===== src/rtl/core/apq_pkg.sv =====
package apq_pkg;

    localparam int PRIO_W      = 16;
    localparam int DEPTH_DEF   = 16;
    localparam int ID_BITS_DEF = 8;

    localparam logic signed [PRIO_W-1:0] PRIO_MAX = 16'sh7FFF;

    typedef enum logic [1:0] {
        KIND_INSERT  = 2'd0,
        KIND_REM_MAX = 2'd1,
        KIND_REM_ID  = 2'd2,
        KIND_AGE     = 2'd3
    } apq_kind_t;

    typedef enum logic [1:0] {
        STAT_OK        = 2'd0,
        STAT_FULL      = 2'd1,
        STAT_EMPTY     = 2'd2,
        STAT_NOT_FOUND = 2'd3
    } apq_status_t;

    typedef enum logic [1:0] {
        ST_IDLE = 2'b01,
        ST_EXEC = 2'b10
    } apq_state_t;

    typedef struct packed {
        logic      sample;
        logic      upd;
        apq_kind_t kind;
    } apq_ctrl_t;

endpackage


===== src/rtl/core/aging_priority_queue.sv =====
// Aging priority queue: up to DEPTH entries (id, priority), highest priority
// at the head, first-in first-out among equal priorities.
// Input channel s_*: one operation per transaction (insert, remove maximum,
// remove named id, age all). Result channel m_*: exactly one result per
// operation with removed id/priority, status and occupancy after the op.
// The input transaction registers the operation and the per-cell compare
// flags and moves to the execute state; the execute state then shifts the
// cell chain and loads the output register. No new operation is taken
// until the last one is done.
// s_ready is high only while idle and the output register is empty or
// being taken in the same cycle, so a stalled receiver holds the result
// and back-pressures the input after at most one pending result.
// Reset (aresetn low, synchronous) empties the queue and drops any pending
// result; cell contents are not cleared, only the fill count.
module aging_priority_queue #(
    parameter int DEPTH   = apq_pkg::DEPTH_DEF,
    parameter int ID_BITS = apq_pkg::ID_BITS_DEF,
    localparam int CW     = $clog2(DEPTH + 1)
) (
    input  logic                               aclk,
    input  logic                               aresetn,
    input  logic                               s_valid,
    output logic                               s_ready,
    input  logic [1:0]                         s_kind,
    input  logic [ID_BITS-1:0]                 s_entry_id,
    input  logic signed [apq_pkg::PRIO_W-1:0]  s_prio,
    output logic                               m_valid,
    input  logic                               m_ready,
    output logic [ID_BITS-1:0]                 m_out_id,
    output logic signed [apq_pkg::PRIO_W-1:0]  m_out_prio,
    output logic [1:0]                         m_status,
    output logic [CW-1:0]                      m_occupancy
);

    localparam int PW = apq_pkg::PRIO_W;

    apq_pkg::apq_state_t state_reg, state_next;
    logic [CW-1:0]       count_reg, count_next;
    apq_pkg::apq_kind_t  kind_reg;
    logic [ID_BITS-1:0]  id_reg;
    logic signed [PW-1:0] prio_reg;

    logic                 m_valid_reg, m_valid_next;
    logic [ID_BITS-1:0]   out_id_reg, out_id_next;
    logic signed [PW-1:0] out_prio_reg, out_prio_next;
    apq_pkg::apq_status_t status_reg, status_next;
    logic [CW-1:0]        occ_reg, occ_next;

    apq_pkg::apq_ctrl_t ctrl;
    logic accept, exec, full, empty, found, upd_ok;

    logic                 ge_w   [DEPTH];
    logic [ID_BITS-1:0]   id_w   [DEPTH];
    logic signed [PW-1:0] prio_w [DEPTH];
    logic                 pass_w [DEPTH+1];
    logic [ID_BITS-1:0]   seli_w [DEPTH+1];
    logic signed [PW-1:0] selp_w [DEPTH+1];

    assign s_ready = (state_reg == apq_pkg::ST_IDLE) && (!m_valid_reg || m_ready);
    assign accept  = s_valid && s_ready;
    assign exec    = (state_reg == apq_pkg::ST_EXEC);
    assign full    = (count_reg == CW'(DEPTH));
    assign empty   = (count_reg == '0);
    assign found   = pass_w[DEPTH];

    always_comb begin
        case (kind_reg)
            apq_pkg::KIND_INSERT:  upd_ok = !full;
            apq_pkg::KIND_REM_MAX: upd_ok = !empty;
            default:               upd_ok = 1'b1;
        endcase
    end

    assign ctrl.sample = accept;
    assign ctrl.upd    = exec && upd_ok;
    assign ctrl.kind   = kind_reg;

    assign pass_w[0] = 1'b0;
    assign seli_w[0] = '0;
    assign selp_w[0] = '0;

    for (genvar i = 0; i < DEPTH; i++) begin : g_cell
        logic                 l_ge;
        logic [ID_BITS-1:0]   l_id, r_id;
        logic signed [PW-1:0] l_prio, r_prio;
        if (i == 0) begin : g_first
            assign l_ge   = 1'b1;
            assign l_id   = id_reg;
            assign l_prio = prio_reg;
        end else begin : g_mid
            assign l_ge   = ge_w[i-1];
            assign l_id   = id_w[i-1];
            assign l_prio = prio_w[i-1];
        end
        if (i == DEPTH - 1) begin : g_last
            assign r_id   = id_w[i];
            assign r_prio = prio_w[i];
        end else begin : g_inner
            assign r_id   = id_w[i+1];
            assign r_prio = prio_w[i+1];
        end
        apq_cell #(
            .IDX     (i),
            .DEPTH   (DEPTH),
            .ID_BITS (ID_BITS)
        ) u_cell (
            .aclk         (aclk),
            .ctrl         (ctrl),
            .count        (count_reg),
            .key_id       (s_entry_id),
            .key_prio     (s_prio),
            .new_id       (id_reg),
            .new_prio     (prio_reg),
            .left_ge      (l_ge),
            .left_id      (l_id),
            .left_prio    (l_prio),
            .right_id     (r_id),
            .right_prio   (r_prio),
            .pass_in      (pass_w[i]),
            .sel_in_id    (seli_w[i]),
            .sel_in_prio  (selp_w[i]),
            .ge           (ge_w[i]),
            .cur_id       (id_w[i]),
            .cur_prio     (prio_w[i]),
            .pass_out     (pass_w[i+1]),
            .sel_out_id   (seli_w[i+1]),
            .sel_out_prio (selp_w[i+1])
        );
    end

    always_comb begin
        state_next    = state_reg;
        count_next    = count_reg;
        m_valid_next  = m_valid_reg;
        out_id_next   = out_id_reg;
        out_prio_next = out_prio_reg;
        status_next   = status_reg;
        occ_next      = occ_reg;
        if (m_valid_reg && m_ready) begin
            m_valid_next = 1'b0;
        end
        case (state_reg)
            apq_pkg::ST_IDLE: begin
                if (accept) begin
                    state_next = apq_pkg::ST_EXEC;
                end
            end
            apq_pkg::ST_EXEC: begin
                state_next    = apq_pkg::ST_IDLE;
                m_valid_next  = 1'b1;
                out_id_next   = '0;
                out_prio_next = '0;
                status_next   = apq_pkg::STAT_OK;
                case (kind_reg)
                    apq_pkg::KIND_INSERT: begin
                        if (full) begin
                            status_next = apq_pkg::STAT_FULL;
                        end else begin
                            count_next = count_reg + CW'(1);
                        end
                    end
                    apq_pkg::KIND_REM_MAX: begin
                        if (empty) begin
                            status_next = apq_pkg::STAT_EMPTY;
                        end else begin
                            out_id_next   = id_w[0];
                            out_prio_next = prio_w[0];
                            count_next    = count_reg - CW'(1);
                        end
                    end
                    apq_pkg::KIND_REM_ID: begin
                        if (empty) begin
                            status_next = apq_pkg::STAT_EMPTY;
                        end else if (!found) begin
                            status_next = apq_pkg::STAT_NOT_FOUND;
                        end else begin
                            out_id_next   = seli_w[DEPTH];
                            out_prio_next = selp_w[DEPTH];
                            count_next    = count_reg - CW'(1);
                        end
                    end
                    default: begin
                    end
                endcase
                occ_next = count_next;
            end
            default: begin
                state_next = apq_pkg::ST_IDLE;
            end
        endcase
    end

    always_ff @(posedge aclk) begin
        if (!aresetn) begin
            state_reg   <= apq_pkg::ST_IDLE;
            count_reg   <= '0;
            m_valid_reg <= 1'b0;
        end else begin
            state_reg   <= state_next;
            count_reg   <= count_next;
            m_valid_reg <= m_valid_next;
        end
    end

    always_ff @(posedge aclk) begin
        if (accept) begin
            kind_reg <= apq_pkg::apq_kind_t'(s_kind);
            id_reg   <= s_entry_id;
            prio_reg <= s_prio;
        end
        out_id_reg   <= out_id_next;
        out_prio_reg <= out_prio_next;
        status_reg   <= status_next;
        occ_reg      <= occ_next;
    end

    assign m_valid     = m_valid_reg;
    assign m_out_id    = out_id_reg;
    assign m_out_prio  = out_prio_reg;
    assign m_status    = status_reg;
    assign m_occupancy = occ_reg;

`ifndef SYNTHESIS
    a_count_bound: assert property (@(posedge aclk) disable iff (!aresetn)
        count_reg <= CW'(DEPTH))
        else $error("fill count exceeds depth");

    a_result_latency: assert property (@(posedge aclk) disable iff (!aresetn)
        accept |-> ##2 m_valid)
        else $error("result missing two cycles after transaction");

    a_occ_tracks_count: assert property (@(posedge aclk) disable iff (!aresetn)
        m_valid |-> (m_occupancy == count_reg))
        else $error("reported occupancy differs from fill count");
`endif

endmodule


===== src/rtl/core/apq_cell.sv =====
module apq_cell #(
    parameter int IDX     = 0,
    parameter int DEPTH   = apq_pkg::DEPTH_DEF,
    parameter int ID_BITS = apq_pkg::ID_BITS_DEF,
    localparam int CW     = $clog2(DEPTH + 1)
) (
    input  logic                               aclk,
    input  apq_pkg::apq_ctrl_t                 ctrl,
    input  logic [CW-1:0]                      count,
    input  logic [ID_BITS-1:0]                 key_id,
    input  logic signed [apq_pkg::PRIO_W-1:0]  key_prio,
    input  logic [ID_BITS-1:0]                 new_id,
    input  logic signed [apq_pkg::PRIO_W-1:0]  new_prio,
    input  logic                               left_ge,
    input  logic [ID_BITS-1:0]                 left_id,
    input  logic signed [apq_pkg::PRIO_W-1:0]  left_prio,
    input  logic [ID_BITS-1:0]                 right_id,
    input  logic signed [apq_pkg::PRIO_W-1:0]  right_prio,
    input  logic                               pass_in,
    input  logic [ID_BITS-1:0]                 sel_in_id,
    input  logic signed [apq_pkg::PRIO_W-1:0]  sel_in_prio,
    output logic                               ge,
    output logic [ID_BITS-1:0]                 cur_id,
    output logic signed [apq_pkg::PRIO_W-1:0]  cur_prio,
    output logic                               pass_out,
    output logic [ID_BITS-1:0]                 sel_out_id,
    output logic signed [apq_pkg::PRIO_W-1:0]  sel_out_prio
);

    logic [ID_BITS-1:0]                id_reg, id_next;
    logic signed [apq_pkg::PRIO_W-1:0] prio_reg, prio_next;
    logic                              ge_reg, ge_next;
    logic                              match_reg, match_next;
    logic                              occ;
    logic                              first_hit;

    assign occ       = count > CW'(IDX);
    assign ge        = ge_reg;
    assign cur_id    = id_reg;
    assign cur_prio  = prio_reg;
    assign pass_out  = pass_in | match_reg;
    assign first_hit = match_reg & ~pass_in;
    assign sel_out_id   = sel_in_id | (first_hit ? id_reg : '0);
    assign sel_out_prio = sel_in_prio | (first_hit ? prio_reg : '0);

    always_comb begin
        ge_next    = ge_reg;
        match_next = match_reg;
        id_next    = id_reg;
        prio_next  = prio_reg;
        if (ctrl.sample) begin
            ge_next    = occ && (prio_reg >= key_prio);
            match_next = occ && (id_reg == key_id);
        end
        if (ctrl.upd) begin
            case (ctrl.kind)
                apq_pkg::KIND_INSERT: begin
                    if (!ge_reg) begin
                        if (left_ge) begin
                            id_next   = new_id;
                            prio_next = new_prio;
                        end else begin
                            id_next   = left_id;
                            prio_next = left_prio;
                        end
                    end
                end
                apq_pkg::KIND_REM_MAX: begin
                    id_next   = right_id;
                    prio_next = right_prio;
                end
                apq_pkg::KIND_REM_ID: begin
                    if (pass_out) begin
                        id_next   = right_id;
                        prio_next = right_prio;
                    end
                end
                apq_pkg::KIND_AGE: begin
                    if (occ && prio_reg != apq_pkg::PRIO_MAX) begin
                        prio_next = prio_reg + 16'sd1;
                    end
                end
                default: begin
                end
            endcase
        end
    end

    always_ff @(posedge aclk) begin
        ge_reg    <= ge_next;
        match_reg <= match_next;
        id_reg    <= id_next;
        prio_reg  <= prio_next;
    end

endmodule


===== config.mk =====
export PLATFORM = sky130hd
export DESIGN_NAME = aging_priority_queue
export DESIGN_NICKNAME = d
export VERILOG_FILES = /design/src/rtl/core/apq_pkg.sv /design/src/rtl/core/aging_priority_queue.sv /design/src/rtl/core/apq_cell.sv
export SDC_FILE = /design/constraint.sdc
export NUM_CORES = 2
export LEC_CHECK = 0
export BUFFER_PORTS_ARGS = -buffer_cell sky130_fd_sc_hd__buf_2
export CORE_ASPECT_RATIO = 1.25
export CORE_MARGIN = 8
export CORE_UTILIZATION = 40
export CTS_CLUSTER_DIAMETER = 100
export DETAILED_ROUTE_END_ITERATION = 10
export GPL_TIMING_DRIVEN = 0
export PLACE_DENSITY = 0.61
export SYNTH_ARGS = -nofsm -noshare
export SYNTH_HDL_FRONTEND = slang
export SYNTH_SLANG_ARGS = --single-unit

===== constraint.sdc =====
create_clock -name aclk -period 5.95 [get_ports aclk]
set_input_delay 1.19 -clock aclk [delete_from_list [all_inputs] [get_ports aclk]]
set_output_delay 1.19 -clock aclk [all_outputs]
set_load 0.02 [all_outputs]

==> results.yml <==
cts:
  post_cts_buffers: 0
  clkSinkCount: 481
  cts_hold_buffers: 0
  clk_path_buf_depth: 3
  cts_max_level: 2
  cts_tree: "done"
  clk_pin_slew_worst_paths_ns: 0.06
  post_cts_resize_count: 0
  clockRootBuffer: "clkbuf_16"
  numCtsBuffers: 56
  clkLatencyLatePin_ns: 0.68
logic_synthesis:
  synth.distinct_cells: 76
  synth_compound_area_frac: 0.199
  synth_xor_area_frac: 0.0784
  synthSimpleGateAreaFrac: 0.134
  ys_seq_elements: 481
  synthMuxAreaShare: 0.0950
  yosys_warnings: 0
  synth_top_family_by_area: "compound AO/OA/AOI/OAI gates"
  syn_inst: 4157
  seq_area_frac_synth: 0.363
  synth_flop_cell: "edfxtp_1"
  yosys.area.top_type: "edfxtp_1"
  netlist_area_um2: 39600
  async_flop_share: 0
  ys_top_cells_by_area: "edfxtp_1 36%, ha_1 8.9%, mux2i_1 7.1%, xnor2_1 4.9%, nand2_1 4.3%"
  synth-adder-area-share: 0.0889
  synth_top_area_frac: 0.359
  syn_area_per_cell_um2: 9.52
  synth_edf_count: 473
  syn_nets: 4468
place:
  place_inst: 5552
  place_congestion: 1.08
  portBuffers: 62
  dp_hpwl_um: 140000
detailed_routing:
  drcViolationCount: 0
  vias: 38700
  wl_um: 191000
  wl_per_cell_um: 33.6
  drt_pass1_iterations: 10
  ant_nets: 0
  viasPerCell: 6.84
  first_iter_violations: 5007
floorplanning:
  start_util: 0.402
  die_h_um: 368
  die-area_um2: 109000
  core_area_um2: 98500
  fp.dieW_um: 297
  num_io_pins: 63
  num_rows: 129
timing:
  clock-skew-final_ns: 0.0375
  min_period_ns: 5.01
  worst_pin_slew_ns: 1.57
  slew_viol_final: 28
  rsz0062_at_grt: "false"
  max_slew_margin: -0.0437
  fin_crit_sh: 0.842
  setup_viol: 0
  hold_violations: 0
  fmax_mhz: 200
global_route:
  antenna_found_initial: 9
  grt_max_degree: 36
  overflow: 0
  busiest_layer: "met2"
  grt_pass1_wl_um: 268000
  grt_use_met2: 0.514
  grt_pass1_vias: 37200
  grtUsageMet1: 0.392
  gr-usage-all-layers: 0.331
  grt_use_met3: 0.0802
power_and_ir_drop:
  ir_worst_vdd_mv: 0.222
  p_leak_nw: 15.4
  power_mw: 9.71
  pwr-share-comb: 0.188
  p_clk_frac: 0.404
  netSwitchingFraction: 0.309
  switchingPower_mw: 3.00
  pwr-share-seq: 0.408
  p_int_mw: 6.70
  power_density_nw_per_um2: 221
worst_setup_path:
  critical_path.endpoint_type: "flop"
  worstSetupPathType: "flop to flop"
  start_kind: "flop"
  crit_arrival_ns: 5.29
  critPathMaxFanout: 11
  critPathRequiredTime_ns: 6.23
final_layout:
  postLayoutCoreUtil: 0.447
  drive_above_1_share: 0.0809
  mostFrequentLayoutCell: "edfxtp_1"
  area_growth_pct: 11.2
  largest_reg_flops: 256
  final_cell_count_no_fill: 5665
  final_cell_mix: "473 x edfxtp_1, 452 x nand2_1, 304 x a21oi_1"
  nNetsFinal: 4612
job:
  maxCapViolations: 5
hold_path:
  hold_path.class: "flop to flop"
run_status:
  violations: "max-capacitance violations, max-slew violations"
  status: "complete, but fails checks"
-- worst max-delay path, stage by stage (launching register included) --
cell and delay (ns):
edfxtp_1 0.42, inv_1 0.10, ha_1 0.14, clkbuf_1 0.39, clkbuf_1 0.74, clkbuf_1 1.00
clkbuf_1 0.93, nor3b_2 0.87
-- synthesized netlist by cell type, types with 6 or more instances --
cell / instances
nand2b_1: 13
a21oi_1: 310
xnor2_1: 220
a211oi_2: 12
ha_1: 281
a32o_1: 7
o211ai_1: 14
o21a_1: 45
or2_2: 12
mux2i_1: 279
o31ai_1: 9
nor3_1: 49
a21o_1: 32
nand3_1: 120
o221ai_1: 77
nand3b_1: 18
and3_1: 34
nand4_1: 122
and4_1: 15
nor4_1: 15
a311oi_1: 10
or4_1: 6
nor2_1: 179
xor2_1: 134
edfxtp_1: 473
nor2b_1: 36
inv_1: 79
nor3b_1: 10
a31oi_1: 8
a222oi_1: 25
a22oi_1: 55
dfxtp_1: 8
clkbuf_1: 288
a221o_1: 28
buf_2: 25
a221oi_1: 188
and2_1: 8
a211oi_1: 16
o21ai_0: 217
nand2_1: 452
a2111oi_0: 9
buf_1: 32
mux2_2: 86
a22o_1: 37
-- per-layer routing --
metal  up-vias  share of wire
met4         4          0.096
met3       883           0.11
met5         -        0.00014
li1      16300              -
met1     18800           0.36
met2      2807           0.44
-- worst paths after layout --
path,start,endpoint,slack [ns],cells after the start
hold / removal,m_valid$_SDFFE_PN0P_,m_valid$_SDFFE_PN0P_,0.61,3
setup reg to reg,kind_reg[0]$_DFFE_PP_,g_cell[15].u_cell.cur_id[3]$_DFFE_PP_,0.94,7
setup / recovery,kind_reg[0]$_DFFE_PP_,g_cell[15].u_cell.cur_id[3]$_DFFE_PP_,0.94,7
hold reg to reg,m_valid$_SDFFE_PN0P_,m_valid$_SDFFE_PN0P_,0.61,3
-- cell type report --
type                    count  area (um2)
clock buffers              64        1450
flip-flops and latches    481       14400
multi-input cells        3246       23600
diodes                      6        15.0
clock inverters            42         539
inverters                  79         297
repair buffers             86         691
fillers                  9728       54500
well taps                1310        1640
plain buffers             351        1380
-- cells by family after synthesis --
logic type                 Yosys count
AOI/OAI and AO/OA                 1137
xor gates and xnor gates           354
adders and majority gates          281
buffers and inverters              430
DFF                                481
muxes                              365
and+or+nand+nor                   1109
-- power groups by stage --
stage / Clock (mW) / Sequential (mW) / Combinational (mW)
final: 3.92 / 3.96 / 1.82
after global routing: 3.99 / 3.96 / 1.92
after CTS: 3.90 / 3.95 / 1.75
after detailed placement: 0 / 4.03 / 1.74
after global placement: 0 / 4.03 / 1.69
after floorplan: 0 / 3.96 / 1.10
-- through the flow --
step	instance area (um2)	setup WS [ns]	TNS (ns)	hold WS (ns)
floorplan	39600	0.640	0	0.569
global placement	41500	-3.07	-114.54	0.590
detailed placement	42000	0.912	0	0.612
CTS	43900	0.903	0	0.623
global route	44000	0.912	0	0.661
finish	44000	0.941	0	0.613
(Power assumes the default switching activity.)
